## src/hw/rtl/context_offset_calculator_core_assert.svh

```systemverilog
// ----------------------------------------------------------------------------
// context_offset_calculator_core_assert.svh
// Assertion macros for the context offset calculator; empty under synthesis.
// ----------------------------------------------------------------------------
`ifndef CONTEXT_OFFSET_CALCULATOR_CORE_ASSERT_SVH
`define CONTEXT_OFFSET_CALCULATOR_CORE_ASSERT_SVH

`ifndef SYNTHESIS
// Same-cycle implication, sampled on the block clock, quiet in reset.
`define COC_ASSERT_NOW(lbl, ante, cons) \
    lbl: assert property (@(posedge i_clk) disable iff (!i_rst_n) \
        (ante) |-> (cons)) else $error("coc assertion failed");
// Next-cycle implication, sampled on the block clock, quiet in reset.
`define COC_ASSERT_NEXT(lbl, ante, cons) \
    lbl: assert property (@(posedge i_clk) disable iff (!i_rst_n) \
        (ante) |=> (cons)) else $error("coc assertion failed");
`else
`define COC_ASSERT_NOW(lbl, ante, cons)
`define COC_ASSERT_NEXT(lbl, ante, cons)
`endif

`endif

```

## src/hw/rtl/coc_pkg.sv

```systemverilog
// ----------------------------------------------------------------------------
// coc_pkg
// Shared constants, codes and the decoded item type of the offset calculator.
// ----------------------------------------------------------------------------
package coc_pkg;

    // Width of the running offset and the saturation limit
    localparam int OFFSET_BITS = 32;
    localparam int LEN_W       = 32;
    localparam int OUT_OFF_W   = 32;
    localparam int SUM_W       = ((OFFSET_BITS > LEN_W + 1) ? OFFSET_BITS : LEN_W + 1) + 1;
    localparam logic [OFFSET_BITS-1:0] OFFSET_MAX = {OFFSET_BITS{1'b1}};

    localparam int NUM_FRAMES = 6;
    localparam int FRAME_W    = 3;
    localparam int QUOT_W     = LEN_W - 1;

    // Divide by three: floor(n / 3) = (n * MAGIC) >> 33 for 32-bit n
    localparam logic [LEN_W-1:0] DIV3_MAGIC = 32'hAAAA_AAAB;
    localparam int               DIV3_SHIFT = 33;

    // Program modes
    localparam logic [2:0] MODE_NUCL    = 3'd0;
    localparam logic [2:0] MODE_PROT    = 3'd1;
    localparam logic [2:0] MODE_TRQUERY = 3'd2;
    localparam logic [2:0] MODE_TRSUBJ  = 3'd3;
    localparam logic [2:0] MODE_TRBOTH  = 3'd4;

    // Strand codes
    localparam logic [1:0] STRAND_UNKNOWN = 2'd0;
    localparam logic [1:0] STRAND_PLUS    = 2'd1;
    localparam logic [1:0] STRAND_MINUS   = 2'd2;
    localparam logic [1:0] STRAND_BOTH    = 2'd3;

    // First-context values for a minus first query
    localparam logic [1:0] FCTX_NONE     = 2'd0;
    localparam logic [1:0] FCTX_NA_MINUS = 2'd1;
    localparam logic [1:0] FCTX_TR_MINUS = 2'd3;

    // Configuration register indexes
    localparam logic CFG_PROGRAM_MODE  = 1'b0;
    localparam logic CFG_STRAND_OPTION = 1'b1;

    // One query, decoded and ready for the frame sequencer
    typedef struct packed {
        logic [LEN_W-1:0]      len;
        logic [QUOT_W-1:0]     quot;      // len / 3
        logic [1:0]            rem;       // len % 3
        logic                  translate;
        logic                  first;
        logic [1:0]            fctx;
        logic                  bad;
        logic [NUM_FRAMES-1:0] incl;      // frames that add to the offset
        logic [FRAME_W-1:0]    last_idx;
    } t_item;

endpackage

```

## src/hw/rtl/coc_decode.sv

```systemverilog
// ----------------------------------------------------------------------------
// coc_decode
// Resolves strand and mode of one query, flags bad input and splits the
// length by three for the translated frames.
// ----------------------------------------------------------------------------
module coc_decode (
    input  logic [2:0]                  i_program_mode,
    input  logic [1:0]                  i_strand_option,
    input  logic [coc_pkg::LEN_W-1:0]   i_query_length,
    input  logic [2:0]                  i_query_strand,
    input  logic                        i_first_query,
    output coc_pkg::t_item              o_item
);

    logic                                is_na;
    logic                                is_tr;
    logic                                use_strand;
    logic [2:0]                          strand;
    logic [2*coc_pkg::LEN_W-1:0]         prod;
    logic [coc_pkg::QUOT_W-1:0]          quot;
    logic [coc_pkg::LEN_W-1:0]           three_q;
    logic [coc_pkg::NUM_FRAMES-1:0]      frame_mask;
    logic [coc_pkg::NUM_FRAMES-1:0]      plus_mask;
    logic [coc_pkg::NUM_FRAMES-1:0]      strand_mask;

    assign is_na      = (i_program_mode == coc_pkg::MODE_NUCL);
    assign is_tr      = (i_program_mode == coc_pkg::MODE_TRQUERY) ||
                        (i_program_mode == coc_pkg::MODE_TRBOTH);
    assign use_strand = is_na || is_tr;

    always_comb begin
        strand = i_query_strand;
        if (use_strand && ((i_strand_option == coc_pkg::STRAND_PLUS) ||
                           (i_strand_option == coc_pkg::STRAND_MINUS))) begin
            strand = {1'b0, i_strand_option};
        end
    end

    // Reciprocal multiply for len / 3, remainder from the low bits only
    assign prod    = (2*coc_pkg::LEN_W)'(i_query_length) *
                     (2*coc_pkg::LEN_W)'(coc_pkg::DIV3_MAGIC);
    assign quot    = prod[2*coc_pkg::LEN_W-1:coc_pkg::DIV3_SHIFT];
    assign three_q = {1'b0, quot} + {quot, 1'b0};

    always_comb begin
        if (is_tr) begin
            frame_mask = 6'b111111;
            plus_mask  = 6'b000111;
        end else if (is_na) begin
            frame_mask = 6'b000011;
            plus_mask  = 6'b000001;
        end else begin
            frame_mask = 6'b000001;
            plus_mask  = 6'b000001;
        end
        if (use_strand && (strand == {1'b0, coc_pkg::STRAND_PLUS})) begin
            strand_mask = plus_mask;
        end else if (use_strand && (strand == {1'b0, coc_pkg::STRAND_MINUS})) begin
            strand_mask = ~plus_mask;
        end else begin
            strand_mask = '1;
        end
    end

    always_comb begin
        o_item.len       = i_query_length;
        o_item.quot      = quot;
        o_item.rem       = i_query_length[1:0] - three_q[1:0];
        o_item.translate = is_tr;
        o_item.first     = i_first_query;
        o_item.bad       = (i_program_mode > coc_pkg::MODE_TRBOTH) ||
                           (use_strand && (strand > {1'b0, coc_pkg::STRAND_BOTH}));
        o_item.incl      = frame_mask & strand_mask;
        o_item.fctx      = coc_pkg::FCTX_NONE;
        if (use_strand && (strand == {1'b0, coc_pkg::STRAND_MINUS})) begin
            o_item.fctx = is_tr ? coc_pkg::FCTX_TR_MINUS : coc_pkg::FCTX_NA_MINUS;
        end
        if (o_item.bad) begin
            o_item.last_idx = '0;
        end else if (is_tr) begin
            o_item.last_idx = coc_pkg::FRAME_W'(coc_pkg::NUM_FRAMES - 1);
        end else if (is_na) begin
            o_item.last_idx = coc_pkg::FRAME_W'(1);
        end else begin
            o_item.last_idx = '0;
        end
    end

endmodule

```

## src/hw/rtl/coc_frame.sv

```systemverilog
// ----------------------------------------------------------------------------
// coc_frame
// Frame sequencer: holds one decoded query, steps through its frames one per
// cycle while not stalled, accumulates the running offset with saturation and
// drives the result register.
// ----------------------------------------------------------------------------
module coc_frame (
    input  logic                            i_clk,
    input  logic                            i_rst_n,
    input  logic                            i_item_valid,
    input  coc_pkg::t_item                  i_item,
    output logic                            o_item_ready,
    output logic                            o_out_valid,
    input  logic                            i_out_stall,
    output logic [coc_pkg::FRAME_W-1:0]     o_frame_index,
    output logic [coc_pkg::OUT_OFF_W-1:0]   o_context_offset,
    output logic [1:0]                      o_first_context,
    output logic                            o_overflow,
    output logic                            o_bad_input,
    output logic                            o_last
);

    logic                                r_item_valid;
    coc_pkg::t_item                      r_item;
    logic [coc_pkg::FRAME_W-1:0]         r_frame;
    logic [coc_pkg::OFFSET_BITS-1:0]     r_run;
    logic [1:0]                          r_fctx;

    logic                                out_ready;
    logic                                emit;
    logic                                is_last;
    logic                                restart;
    logic [1:0]                          shift;
    logic [coc_pkg::QUOT_W-1:0]          adj;
    logic [coc_pkg::SUM_W-1:0]           add;
    logic [coc_pkg::SUM_W-1:0]           base;
    logic [coc_pkg::SUM_W-1:0]           sum;
    logic                                sat;
    logic [coc_pkg::OFFSET_BITS-1:0]     n_run;
    logic [coc_pkg::SUM_W-1:0]           shown;

    assign out_ready    = !o_out_valid || !i_out_stall;
    assign emit         = r_item_valid && out_ready;
    assign is_last      = (r_frame == r_item.last_idx);
    assign o_item_ready = !r_item_valid || (emit && is_last);
    assign restart      = (r_frame == '0) && r_item.first;

    // Frame i of a translated query reads the length shifted by i mod 3
    always_comb begin
        case (r_frame) inside
            3'd1, 3'd4: shift = 2'd1;
            3'd2, 3'd5: shift = 2'd2;
            default:    shift = 2'd0;
        endcase
        if ((r_item.rem >= shift) || (r_item.quot == '0)) begin
            adj = r_item.quot;
        end else begin
            adj = r_item.quot - 1'b1;
        end
    end

    always_comb begin
        if (!r_item.incl[r_frame]) begin
            add = '0;
        end else if (r_item.translate) begin
            add = coc_pkg::SUM_W'(adj) + 1'b1;
        end else begin
            add = coc_pkg::SUM_W'(r_item.len) + 1'b1;
        end
        base  = restart ? '0 : coc_pkg::SUM_W'(r_run);
        sum   = base + add;
        sat   = (sum > coc_pkg::SUM_W'(coc_pkg::OFFSET_MAX));
        n_run = sat ? coc_pkg::OFFSET_MAX : sum[coc_pkg::OFFSET_BITS-1:0];
        shown = coc_pkg::SUM_W'(r_item.bad ? r_run : n_run);
    end

    always_ff @(posedge i_clk) begin
        if (!i_rst_n) begin
            r_item_valid <= 1'b0;
            r_frame      <= '0;
            r_run        <= '0;
            r_fctx       <= coc_pkg::FCTX_NONE;
            o_out_valid  <= 1'b0;
        end else begin
            if (o_item_ready && i_item_valid) begin
                r_item_valid <= 1'b1;
                r_frame      <= '0;
            end else if (emit && is_last) begin
                r_item_valid <= 1'b0;
            end else if (emit) begin
                r_frame <= r_frame + 1'b1;
            end
            if (emit && !r_item.bad) begin
                r_run <= n_run;
                if (restart) begin
                    r_fctx <= r_item.fctx;
                end
            end
            if (out_ready) begin
                o_out_valid <= emit;
            end
        end
    end

    always_ff @(posedge i_clk) begin
        if (o_item_ready && i_item_valid) begin
            r_item <= i_item;
        end
        if (emit) begin
            o_frame_index    <= r_frame;
            o_context_offset <= shown[coc_pkg::OUT_OFF_W-1:0];
            o_first_context  <= (restart && !r_item.bad) ? r_item.fctx : r_fctx;
            o_overflow       <= sat && !r_item.bad;
            o_bad_input      <= r_item.bad;
            o_last           <= is_last;
        end
    end

endmodule

```

## src/hw/rtl/context_offset_calculator_core.sv

```systemverilog
// ----------------------------------------------------------------------------
// context_offset_calculator_core: query passes input, item and output registers
// Throughput: one result per cycle unless the output stalls; a query gives one
// result (protein or bad input), two (nucleotide) or six (translated frames).
// Reset (synchronous, active low): offset and first context zero, protein, both.
// ----------------------------------------------------------------------------
`include "context_offset_calculator_core_assert.svh"

module context_offset_calculator_core (
    input  logic                            i_clk,
    input  logic                            i_rst_n,
    // Query input channel
    input  logic                            i_in_valid,
    output logic                            o_in_stall,
    input  logic [coc_pkg::LEN_W-1:0]       i_query_length,
    input  logic [2:0]                      i_query_strand,
    input  logic                            i_first_query,
    // Result output channel
    output logic                            o_out_valid,
    input  logic                            i_out_stall,
    output logic [coc_pkg::FRAME_W-1:0]     o_frame_index,
    output logic [coc_pkg::OUT_OFF_W-1:0]   o_context_offset,
    output logic [1:0]                      o_first_context,
    output logic                            o_overflow,
    output logic                            o_bad_input,
    output logic                            o_last,
    // Configuration write channel
    input  logic                            i_cfg_valid,
    output logic                            o_cfg_ready,
    input  logic                            i_cfg_index,
    input  logic [2:0]                      i_cfg_data
);

    // Configuration registers
    logic [2:0]                     r_program_mode;
    logic [1:0]                     r_strand_option;

    // Input register: holds one query while the frame stage is busy
    logic                           r_in_valid;
    logic [coc_pkg::LEN_W-1:0]      r_in_length;
    logic [2:0]                     r_in_strand;
    logic                           r_in_first;

    coc_pkg::t_item                 dec_item;
    logic                           item_ready;

    // Writes are always taken; the user is to change configuration only while idle; the block does not enforce this
    assign o_cfg_ready = 1'b1;

    always_ff @(posedge i_clk) begin
        if (!i_rst_n) begin
            r_program_mode  <= coc_pkg::MODE_PROT;
            r_strand_option <= coc_pkg::STRAND_BOTH;
        end else if (i_cfg_valid && o_cfg_ready) begin
            unique case (i_cfg_index)
                coc_pkg::CFG_PROGRAM_MODE:  r_program_mode  <= i_cfg_data;
                coc_pkg::CFG_STRAND_OPTION: r_strand_option <= i_cfg_data[1:0];
                default: ;
            endcase
        end
    end

    // Stall the input only when the held query cannot advance this cycle
    assign o_in_stall = r_in_valid && !item_ready;

    always_ff @(posedge i_clk) begin
        if (!i_rst_n) begin
            r_in_valid <= 1'b0;
        end else if (!o_in_stall) begin
            r_in_valid <= i_in_valid;
        end
    end

    // Payload: load on every transfer, hold otherwise
    always_ff @(posedge i_clk) begin
        if (i_in_valid && !o_in_stall) begin
            r_in_length <= i_query_length;
            r_in_strand <= i_query_strand;
            r_in_first  <= i_first_query;
        end
    end

    // Decode: strand resolution, bad-input check and the divide by three
    coc_decode u_decode (
        .i_program_mode  (r_program_mode),
        .i_strand_option (r_strand_option),
        .i_query_length  (r_in_length),
        .i_query_strand  (r_in_strand),
        .i_first_query   (r_in_first),
        .o_item          (dec_item)
    );

    // Frame stage: one result per cycle, unless the output stalls, into the output register
    coc_frame u_frame (
        .i_clk            (i_clk),
        .i_rst_n          (i_rst_n),
        .i_item_valid     (r_in_valid),
        .i_item           (dec_item),
        .o_item_ready     (item_ready),
        .o_out_valid      (o_out_valid),
        .i_out_stall      (i_out_stall),
        .o_frame_index    (o_frame_index),
        .o_context_offset (o_context_offset),
        .o_first_context  (o_first_context),
        .o_overflow       (o_overflow),
        .o_bad_input      (o_bad_input),
        .o_last           (o_last)
    );

    // A bad query gives a single closing result with no saturation
    `COC_ASSERT_NOW(a_bad_single, o_out_valid && o_bad_input,
        o_last && !o_overflow && (o_frame_index == '0))
    // Frame numbers stay within the six frames of a translated query
    `COC_ASSERT_NOW(a_frame_range, o_out_valid,
        o_frame_index < coc_pkg::FRAME_W'(coc_pkg::NUM_FRAMES))
    // A held query is not dropped while the frame stage is busy
    `COC_ASSERT_NEXT(a_in_hold, r_in_valid && o_in_stall, r_in_valid)

endmodule
```

## config.mk

```make
export PLATFORM = sky130hd
export DESIGN_NAME = context_offset_calculator_core
export DESIGN_NICKNAME = d
export VERILOG_FILES = /design/src/hw/rtl/coc_pkg.sv /design/src/hw/rtl/coc_decode.sv /design/src/hw/rtl/coc_frame.sv /design/src/hw/rtl/context_offset_calculator_core.sv
export VERILOG_INCLUDE_DIRS = /design/src /design/src/hw/rtl
export SDC_FILE = /design/constraint.sdc
export NUM_CORES = 2
export LEC_CHECK = 0
export ABC_AREA = 1
export BUFFER_PORTS_ARGS = -buffer_cell sky130_fd_sc_hd__buf_2
export CAP_MARGIN = 20
export CORE_MARGIN = 5
export CORE_UTILIZATION = 52
export CTS_CLUSTER_SIZE = 16
export DETAILED_ROUTE_END_ITERATION = 8
export MAX_ROUTING_LAYER = met4
export PLACE_DENSITY_LB_ADDON = 0.25
export SETUP_SLACK_MARGIN = 0.4
export SYNTH_ARGS = -nofsm -noshare
export SYNTH_HDL_FRONTEND = slang
export SYNTH_HIERARCHICAL = 1
export SYNTH_SLANG_ARGS = --single-unit
```

## constraint.sdc

```tcl
create_clock -name i_clk -period 12.7 [get_ports i_clk]
set_input_delay 2.54 -clock i_clk [delete_from_list [all_inputs] [get_ports i_clk]]
set_output_delay 2.54 -clock i_clk [all_outputs]
set_load 0.005 [all_outputs]
```

==> results.cfg <==
[routing]
drt_iter0_markers = 1714
first_pass_iters = 5
drc_errors = 0
wire_per_inst_um = 20.1
drt-total-wl_um = 94300
ant_nets = 0
viasPerCell = 5.41
vias = 25400

[floorplanning]
fp.dieW_um = 254
die_y_um = 254
core_sq_mm = 0.0590
num_io_pins = 88
rows = 89
start_util_pct = 52.6
die_area_sq_mm = 0.0647

[grt]
grt_usage_pct = 30.3
grt_max_degree = 61
antenna_found_initial = 1
grt_pass1_wl_um = 145000
grt-ovfl-total = 0
grt_pass1_vias = 25800

[synth]
synth_top_area_share_pct = 23.0
async_flop_share_pct = 0
syn_area_sq_mm = 0.0310
synth_cells = 3873
synth-seq-cells = 200
dominantRegCellSynth = edfxtp_1
synth_edf_count = 155
syn_avg_cell_area_sq_um = 8.01
ys_top_cells_by_area = fa_1, ha_1, edfxtp_1
ys_warn_count = 6
synth_seq_area_share_pct = 17.9
syn_nets = 4677
synth.largest_area_cell = fa_1
netlist-cell-type-count = 59

[clock_tree]
htree_levels = 4
clk_path_buf_depth = 2
root_buffer = clkbuf_16
clock_latency_ns = 0.50
clk_pin_slew_ns = 0.09
cts.sinks = 200
numCtsBuffers = 17
cts_hold_buffers = 0
cts_tree = done
cts_setup_buffers = 0
ctsResizeCount = 0

[timing]
period_needed_ns = 7.99
finalClockSkew_ns = 0.0237
setup_viol = 0
max_freq_mhz = 125
max_slew_margin_pct = 37.4
hold_viol_final = 0
timing.final.max_slew_violations = 0
tightest_slew_ns = 0.937
rsz0062_at_grt = false
holdWs_ns = 0.463
finalSetupTns_ns = 0
period_share_pct = 62.9

[finish]
insertedDiodeCount = 0
synthToLayoutAreaGrowth_pct = 5.23
post-route-util_pct = 55.3
stdcell_count = 4694
final_nets = 4712
drive_gt1_share_pct = 7.22

[worst_setup_path]
reg2reg_depth = 24
regToRegEndpoint = u_frame/r_item[36]
startpoint = r_in_length[1]
r2r_setup_slack_ns = 4.71
worstSetupEndpointType = flop
startpoint_type = flop
arrival_ns = 8.25
reg2reg_from = r_in_length[1]
worstPathRequired_ns = 12.96
worstPathMaxFanout = 14
path_class = reg -> reg

[min_path]
holdPathEnd = u_frame/r_item[12]
hold_start = r_in_first
hold_path.class = reg -> reg
hold_depth = 0

[placement]
portBuffers = 86
dp.cells = 4662
gp_congestion = 1.04
dp_hpwl_um = 81500

[run_status]
status = complete, no violations

[run]
maxCapViolCount = 0
-- cell type report --
class	instances	area [sq um]
fillers	5659	26400
multi-input cells	2731	21800
flip-flops and latches	200	5560
inverters	864	3240
well taps	773	967
repair buffers	94	490
clock buffers	17	425
clock inverters	15	213
-- metal layers --
| metal | GRT usage [%] | up-vias | part of all wire, % |
|---|---|---|---|
| met3 | 3.90 | 223 | 5.5 |
| met5 | - | - | 0 |
| met1 | 37.0 | 12100 | 40 |
| met2 | 51.2 | 860 | 49 |
| li1 | - | 12200 | - |
| met4 | 12.5 | 0 | 4.8 |
-- through the flow --
| step | area (sq um) | setup slack, ns |
|---|---|---|
| after detailed placement | 32000 | 4.80 |
| after global routing | 32700 | 4.54 |
| after CTS | 32700 | 4.81 |
| after global placement | 32000 | 4.79 |
| final | 32700 | 4.71 |
| after floorplan | 31000 | 6.25 |
-- flip-flops by register name (all words and copies together), names as in the netlist, 2 cells and up --
register / count
u_frame/r_item: 79
u_frame/r_frame: 3
r_program_mode: 3
u_frame/r_run: 32
u_frame/o_first_context: 2
r_in_length: 32
u_frame/o_context_offset: 32
u_frame/o_frame_index: 3
r_in_strand: 3
r_strand_option: 2
u_frame/r_fctx: 2
-- cells in the mapped netlist, types with 5 or more instances --
master,n
inv_1,847
nand2_1,682
ha_1,403
nor2_1,373
fa_1,356
a21oi_1,205
o21ai_0,159
edfxtp_1,155
nand3_1,133
xnor2_1,47
nor2_2,46
dfxtp_1,45
xor2_1,45
nand4_1,44
buf_4,39
nor3_1,29
nand2_2,28
clkbuf_1,26
o21ai_1,22
o21bai_1,20
inv_2,16
or2_2,16
a21o_1,14
nor2_4,13
nand3b_1,12
nor4_1,8
o21a_1,8
nor3_2,7
a31oi_1,6
buf_6,6
o31ai_1,6
a211oi_1,5
a21oi_2,5
-- worst max-delay path: stages (launching register included) --
cell,delay [ns]
edfxtp_1,0.94
ha_1,0.47
xor2_1,0.71
ha_1,0.26
or2_2,0.16
xnor2_1,0.13
inv_1,0.06
ha_1,0.17
a21o_1,0.18
fa_1,0.54
fa_1,0.54
fa_1,0.52
fa_1,0.54
inv_1,0.05
fa_1,0.53
inv_1,0.04
ha_1,0.40
a21oi_1,0.27
o21ai_0,0.21
a21oi_1,0.42
o21ai_1,0.26
nand2_1,0.16
nand3_1,0.09
nand2_1,0.07
nand2_1,0.04
-- worst max-delay path by stage --
stage / end / depth (start not counted)
3_5_place_dp: u_frame/r_item[36] / 24
3_3_place_gp: u_frame/r_item[36] / 24
2_1_floorplan: u_frame/r_item[30] / 28
4_1_cts: u_frame/r_item[36] / 24
5_1_grt: u_frame/r_item[44] / 24
6_report: u_frame/r_item[36] / 24
-- cells by family after synthesis --
kind of cell	after synthesis	synth area share, %
and+or+nand+nor	1413	20.0
AOI/OAI and AO/OA	465	8.25
xor gates and xnor gates	92	2.60
buffers and inverters	942	12.0
adders and majority gates	759	39.2
DFF	200	17.9
other	2	0.0242
-- placed cells by master (no fill, tap or decap), drive strengths merged, types with 20 or more instances in the layout --
cell and count:
a21oi 211, buf 94, dfxtp 45, edfxtp 155
fa 356, ha 403, inv 876, nand2 712
nand3 137, nand4 45, nor2 433, nor3 37
o21ai 185, o21bai 20, xnor2 47, xor2 45
Power is left out: the tool's default activity adds up to more than one toggle a clock period on the data nets, which glitch-free logic cannot reach.
